File: src/design/sign_partitioned_sorter_defines.svh
// Assertion macros shared by the sign-partitioned sorter RTL.
`ifndef SIGN_PARTITIONED_SORTER_DEFINES_SVH
`define SIGN_PARTITIONED_SORTER_DEFINES_SVH

// Check a property on every rising edge, suspended while reset is held.
`define SPS_ASSERT(label, prop, msg) \
  label: assert property (@(posedge clk) disable iff (!rst_n) (prop)) else $error(msg);

// Check a property on every rising edge, reset included.
`define SPS_ASSERT_ALWAYS(label, prop, msg) \
  label: assert property (@(posedge clk) (prop)) else $error(msg);

`endif

File: src/design/sps_pkg.sv
// Shared types and constants for the sign-partitioned sorter.
`default_nettype none
package sps_pkg;

  localparam int unsigned DATA_W = 32;

  typedef logic [DATA_W-1:0] data_t;

  // Sign class remembered for each list position
  typedef enum logic [1:0] {
    CLS_ZERO = 2'd0,
    CLS_POS  = 2'd1,
    CLS_NEG  = 2'd2
  } cls_t;

  // Controller state
  typedef enum logic {
    ST_LOAD = 1'b0,
    ST_EMIT = 1'b1
  } state_t;

  // Commands broadcast to every cell of the row
  typedef struct packed {
    logic  ins_neg;    // insert value into the negative chain
    logic  ins_pos;    // insert value into the positive chain
    logic  shift_neg;  // advance negative chain toward cell 0
    logic  shift_pos;  // advance positive chain toward cell 0
    logic  shift_cls;  // advance class chain toward cell 0
    logic  clear;      // drop all chain entries
    data_t value;      // element being inserted
  } cell_ctrl_t;

  // What one cell hands to its neighbors
  typedef struct packed {
    data_t neg;
    data_t pos;
    logic  neg_valid;
    logic  pos_valid;
    logic  neg_move;
    logic  pos_move;
    cls_t  cls;
  } cell_link_t;

endpackage
`default_nettype wire

File: src/design/sps_cell.sv
// One cell of the sorter row: a class slot and one entry of each sorted chain.
`default_nettype none
module sps_cell
  import sps_pkg::*;
(
  input  logic       clk,
  input  logic       rst_n,
  input  cell_ctrl_t ctrl,
  input  logic       cls_we,
  input  cls_t       cls_in,
  input  cell_link_t left,
  input  cell_link_t right,
  output cell_link_t self
);

  data_t neg_r, neg_nxt;
  data_t pos_r, pos_nxt;
  logic  neg_valid_r, neg_valid_nxt;
  logic  pos_valid_r, pos_valid_nxt;
  cls_t  cls_r, cls_nxt;
  logic  neg_move;
  logic  pos_move;

  // Entry must step right to make room: ascending negatives, descending positives
  assign neg_move = neg_valid_r && ($signed(neg_r) > $signed(ctrl.value));
  assign pos_move = pos_valid_r && ($signed(pos_r) < $signed(ctrl.value));

  // Negative chain entry
  always_comb begin
    neg_nxt       = neg_r;
    neg_valid_nxt = neg_valid_r;
    if (ctrl.clear) begin
      neg_valid_nxt = 1'b0;
    end else if (ctrl.ins_neg) begin
      neg_valid_nxt = neg_valid_r | left.neg_valid;
      if (left.neg_move) begin
        neg_nxt = left.neg;
      end else if (neg_move || (left.neg_valid && !neg_valid_r)) begin
        neg_nxt = ctrl.value;
      end
    end else if (ctrl.shift_neg) begin
      neg_nxt = right.neg;
    end
  end

  // Positive chain entry
  always_comb begin
    pos_nxt       = pos_r;
    pos_valid_nxt = pos_valid_r;
    if (ctrl.clear) begin
      pos_valid_nxt = 1'b0;
    end else if (ctrl.ins_pos) begin
      pos_valid_nxt = pos_valid_r | left.pos_valid;
      if (left.pos_move) begin
        pos_nxt = left.pos;
      end else if (pos_move || (left.pos_valid && !pos_valid_r)) begin
        pos_nxt = ctrl.value;
      end
    end else if (ctrl.shift_pos) begin
      pos_nxt = right.pos;
    end
  end

  // Class slot: written at its load position, advanced during emission
  always_comb begin
    cls_nxt = cls_r;
    if (cls_we) begin
      cls_nxt = cls_in;
    end else if (ctrl.shift_cls) begin
      cls_nxt = right.cls;
    end
  end

  always_ff @(posedge clk) begin
    if (!rst_n) begin
      neg_valid_r <= 1'b0;
      pos_valid_r <= 1'b0;
    end else begin
      neg_valid_r <= neg_valid_nxt;
      pos_valid_r <= pos_valid_nxt;
    end
  end

  always_ff @(posedge clk) begin
    neg_r <= neg_nxt;
    pos_r <= pos_nxt;
    cls_r <= cls_nxt;
  end

  assign self.neg       = neg_r;
  assign self.pos       = pos_r;
  assign self.neg_valid = neg_valid_r;
  assign self.pos_valid = pos_valid_r;
  assign self.neg_move  = neg_move;
  assign self.pos_move  = pos_move;
  assign self.cls       = cls_r;

endmodule
`default_nettype wire

File: config.mk
export PLATFORM = sky130hd
export DESIGN_NAME = sps_cell
export DESIGN_NICKNAME = d
export VERILOG_FILES = /design/src/design/sign_partitioned_sorter_defines.svh /design/src/design/sps_pkg.sv /design/src/design/sps_cell.sv
export SDC_FILE = /design/constraint.sdc
export NUM_CORES = 1
export LEC_CHECK = 0
export BUFFER_PORTS_ARGS = -buffer_cell sky130_fd_sc_hd__buf_2
export CAP_MARGIN = 25
export CORE_MARGIN = 2
export CORE_UTILIZATION = 43
export CTS_CLUSTER_DIAMETER = 50
export DETAILED_ROUTE_END_ITERATION = 16
export PLACE_DENSITY_LB_ADDON = 0.05
export REMOVE_ABC_BUFFERS = 1
export SETUP_SLACK_MARGIN = 0.2
export SYNTH_ARGS = -nofsm -noshare
export SYNTH_HDL_FRONTEND = slang
export SYNTH_SLANG_ARGS = --single-unit
File: constraint.sdc
create_clock -name clk -period 6 [get_ports clk]
set_clock_uncertainty 0.05 [all_clocks]
set_input_delay 0.6 -clock clk [delete_from_list [all_inputs] [get_ports clk]]
set_output_delay 0.6 -clock clk [all_outputs]
set_load 0.02 [all_outputs]
======== After elaboration in Yosys (flattened, before gate mapping) ========
Cells that the tools add are included.
storage, ports and cells
  bits in registers ....................... 68
  input port bits ......................... 183
  output and inout bits ................... 70
  logic and storage cells ................. 37
cells by class
  magnitude comparators ................... 2
  equal/unequal tests ..................... 2
  multiplexer cells ....................... 10
  bitwise logic cells ..................... 4
  reduce and logical (&&, ||, !) cells .... 14
operators by type and width
  cell                                           count
  2-to-1 mux 32 bit                              8
  > comparator 32 bit                            1
  < comparator 32 bit                            1
  != test 3 x 1 -> 1 bit, second input constant  2
  AND reduction 3 bit                            2
  nonzero test 2 bit                             3
  logical AND 1 bit                              4
  2-to-1 mux 2 bit                               2
  zero test 1 bit                                2
  logical OR 1 bit                               2
  inverter 1 bit                                 2
  bitwise OR 1 bit                               2
  OR reduction 2 bit                             1

======== Logic depth before layout (Yosys ltp) ========
  depth in word-level cells ............... 6
  gate-level depth with buffers ........... 9

======== Least setup slack after synthesis ========
OpenSTA, ideal clock, no wires.
  path kind ............................... in2reg
  start point ............................. input ctrl[14] in the netlist's numbering
  end point ............................... register neg_r[0], enable pin
  library setup time ...................... 441 ps
  arrival time ............................ 4,110 ps
  required time ........................... 5,509 ps
  setup slack ............................. 1,399 ps
  cell stages on the path ................. 8
  path buffers ............................ 0
  cell sequence ........................... inv_1 > ha_1 > a21oi_2 > nand2_1 > a221o_1 > o31a_1 > or4b_4 > a31oi_1
on the way
  longest elaborated chain between the ends .. 5
RTL lines
  what                                     RTL line        RTL
  start, declared                          sps_cell.sv:8   input cell_ctrl_t ctrl,
  > comparator 32 bit                      sps_cell.sv:25  assign neg_move = neg_valid_r && ($signed(neg_r) > $signed(ctrl.value));
  logical AND 1 bit                        sps_cell.sv:25
  logical OR 1 bit                         sps_cell.sv:38  end else if (neg_move || (left.neg_valid && !neg_valid_r)) begin
  != test 3 x 1 -> 1 bit (no source line)  n/a
  AND reduction 3 bit (no source line)     n/a
  end signal, assigned                     sps_cell.sv:85  neg_r <= neg_nxt;
  end, declared                            sps_cell.sv:16  data_t neg_r, neg_nxt;
Every way passes these cells.
A chain may end at the register's enable or synchronous reset.

======== Worst setup path in the final report ========
  start point ............................. input ctrl[5] in the netlist's numbering
  end point ............................... register neg_r[5], enable pin
Same word-level chain as after synthesis.

==> impl_results.md <==
- Mapped Cells: between 500 and 600
- Seq/Total Area, Yosys: 0.408
- Die height: around 110 um
- Slew Viols, Final: 0
- Min-Delay Startpoint: neg_valid_r$_SDFFE_PP0P_
- Layout Cells excl Fill: 893
- Routability cong.: approximately 0.80
- R2r startpoint: neg_r[14]$_DFFE_PP_
- DRC viols: 0
- Setup repair bufs after CTS: 0
- Core footprint: 11300 um^2
- Clk pwr share: 0.351
- Post-synthesis cell area: approximately 5000 um^2
- Fin crit period: 3.53 ns
- Hold_ws: ~0.47 ns
- Fraction of layout cells with a size suffix above 1: 0.360
- Starting Density: 0.438
- Distinct cell type count after synthesis: 34
- Worst Path Required: between 5 and 6 ns
- IO Count: approximately 250
- Worst skew pair latency: about 0.33 ns
- Final WL: approximately 15000 um
- Max Fclk: about 280 MHz
- Antenna viol nets, final: 0
- Yosys reg bits: 68
- Placed cell count: 877
- Standard-cell rows: 39
- Worst Setup Path Type: input port to flip-flop
- Antenna cell count: 0
- Util after Layout: 0.582
- Crit-path cells: buf_2, inv_1, ha_1, a21oi_1, o21ai_0, a221o_1, o31a_1, or4b_4, a31oi_4, buf_4
- Critical path origin: ctrl[5]
- H-tree Lvls: 3
- Area of the multi-input gates: around 2700 um^2
- Vias in the first global route: 4773
- IO Port Bufs: 246
- Pleak: 3.23 nW
- Hold_buf cts: 0
- # fillers: around 1000
- WL per Instance: between 15 and 20 um
- Clk slew on worst S/H paths: around 0.060 ns
- Max_slew headroom: 0.383
- Net Sw Frac: 0.295
- Detailed Route Iter0 Violations: around 170
- Sequential power share: 0.401
- Worst Max-Slew Pin Slew: 0.923 ns
- CTS tree: built
- Via count: around 4700
- Die Wd: around 110 um
- Max_cap viols: 0
- Final setup violation count: 0
- RSZ-0062 raised after global routing: false
- Syn-to-layout area delta: 33.0%
- Clock buffer count from CTS: 9
- Pre-antenna DRT Iters: 6
- P_sw: 0.433 mW
- Total clock sinks: between 60 and 70
- Power Dens Cells: between 200 and 250 nW/um^2
- Max incr delay on CP: ~0.55 ns
- Register area: slightly above 2000 um^2
- Crit path max fanout: 19
- Status: complete, no violations
- Yosys warnings: 0
- HP Class: flip-flop to flip-flop
- Die ar.: 12400 um^2
- DP HPWL: roughly 11000 um
- Final Cycle Share: 0.589
- Max Root-Sink Buffers: 2
- Mean Syn Cell Area: 9.73 um^2
- Setup slack after layout: 2.47 ns
- CTS resizes: 0
- Place WS: a little over 2 ns
- Slowest cell on crit path: or4b_4
- Placed cell area: approximately 6300 um^2
- Total grt overflow: 0
- Maximum vdd drop: 113 uV
- Final instance area: approximately 6600 um^2
- First-pass GRT wire length: ~23000 um
- Total Power: roughly 1.5 mW
- Via density: 5.24
- Root Buffer: clkbuf_16
- Initial antenna violation count: 0
- Internal Power: ~1.0 mW
- Largest net degree at the start of global routing: 68
- Critical path capture point type: flip-flop
- Share of power burned in combinational logic: 0.248
- Layout Nets: 991
- GRT Util Overall: 0.234
- Final Hold Vio Count: 0
- Setup_tns: 0 ns
- Worst setup SP type: input port
- CP Data Arrival Time: between 3 and 4 ns
==> Yosys cell counts <==
| master | instances | area (um^2) |
|---|---|---|
| a2111oi_0 | 1 | 8.76 |
| a211oi_1 | 4 | 30.0 |
| a21o_1 | 1 | 7.51 |
| a21oi_1 | 93 | 465 |
| a21oi_2 | 1 | 8.76 |
| a221o_1 | 1 | 10.0 |
| a22oi_1 | 3 | 22.5 |
| a311o_1 | 1 | 10.0 |
| a31oi_1 | 3 | 18.8 |
| buf_1 | 11 | 41.3 |
| buf_4 | 4 | 30.0 |
| clkbuf_1 | 11 | 41.3 |
| dfxtp_1 | 2 | 40.0 |
| edfxtp_1 | 66 | 1980 |
| ha_1 | 63 | 788 |
| inv_1 | 34 | 128 |
| mux2_2 | 2 | 22.5 |
| mux2i_1 | 65 | 651 |
| nand2_1 | 21 | 78.8 |
| nand2b_1 | 3 | 18.8 |
| nand3_1 | 5 | 25.0 |
| nand3b_1 | 1 | 7.51 |
| nand4_1 | 11 | 68.8 |
| nor2_1 | 77 | 289 |
| nor2b_1 | 2 | 12.5 |
| nor3_1 | 3 | 15.0 |
| nor4_1 | 2 | 12.5 |
| o211ai_1 | 4 | 30.0 |
| o21ai_0 | 9 | 45.0 |
| o21bai_1 | 1 | 7.51 |
| o31a_1 | 1 | 8.76 |
| o41ai_1 | 1 | 8.76 |
| or2_2 | 1 | 6.26 |
| or4b_4 | 1 | 13.8 |
==> cells in the final DEF, fill, tap and decap left out, types with 2 or more instances in the layout <==
cell type  count
o211ai_1       4
clkinv_1       4
buf_4          5
nor3_1         3
a21oi_1       93
nor4_1         2
nor2_1        77
clkbuf_16      9
nand2_1       20
nand4_1       11
dfxtp_1        2
o21ai_0        9
inv_1         34
nand2b_1       3
mux2i_1       65
ha_1          63
a211oi_1       4
nor2b_1        2
a31oi_1        2
nand3_1        5
a22oi_1        3
buf_2        246
mux2_2         2
edfxtp_1      66
==> worst paths after layout <==
path                                   end  slack (ns)  cells after the start
hold reg to reg   neg_valid_r$_SDFFE_PP0P_        0.47                      2
setup reg to reg        neg_r[5]$_DFFE_PP_        2.51                      8
setup / recovery        neg_r[5]$_DFFE_PP_        2.47                     10
hold / removal    neg_valid_r$_SDFFE_PP0P_        0.47                      2
==> layer usage <==
metal	wire, um	GRT usage	vias to the layer above	share of wire
met5	0	0	-	0
met4	287	0.0733	0	0.020
met3	1070	0.0621	20	0.074
met2	7210	0.414	186	0.49
met1	6000	0.279	2134	0.41
li1	-	-	2343	-
==> cells by family after synthesis <==
family | share of synthesized area
compound gates | 0.138
simple gates | 0.111
fa+ha+maj | 0.159
flops | 0.408
mux | 0.136
buf+inv | 0.0485
==> final cells by class <==
type / count / share of cell area
flip-flops and latches: 68 / 0.307
inverters: 34 / 0.0194
repair buffers: 251 / 0.193
well taps: 143 / 0.0272
multi-input cells: 381 / 0.411
clock buffers: 9 / 0.0342
clock inverters: 7 / 0.00874
==> worst max-delay path, delay by kind of cell <==
family | cells | cell delay, ns
and+or+nand+nor | 1 | 0.55
AOI/OAI and AO/OA | 5 | 1.43
buffers and inverters | 3 | 0.57
adders and majority gates | 1 | 0.33
==> power by group through the flow <==
stage,registers (mW),clock network [mW],logic (mW)
final,0.589,0.515,0.364
after global routing,0.593,0.545,0.407
after CTS,0.589,0.523,0.368
after detailed placement,0.599,0,0.366
after global placement,0.598,0,0.357
after floorplan,0.637,0,0.154
==> sequential cells by signal, summed over array words and instances (netlist names) <==
register     cells
cls_r            2
neg_r           32
neg_valid_r      1
pos_r           32
pos_valid_r      1
(Power assumes the default switching activity.)
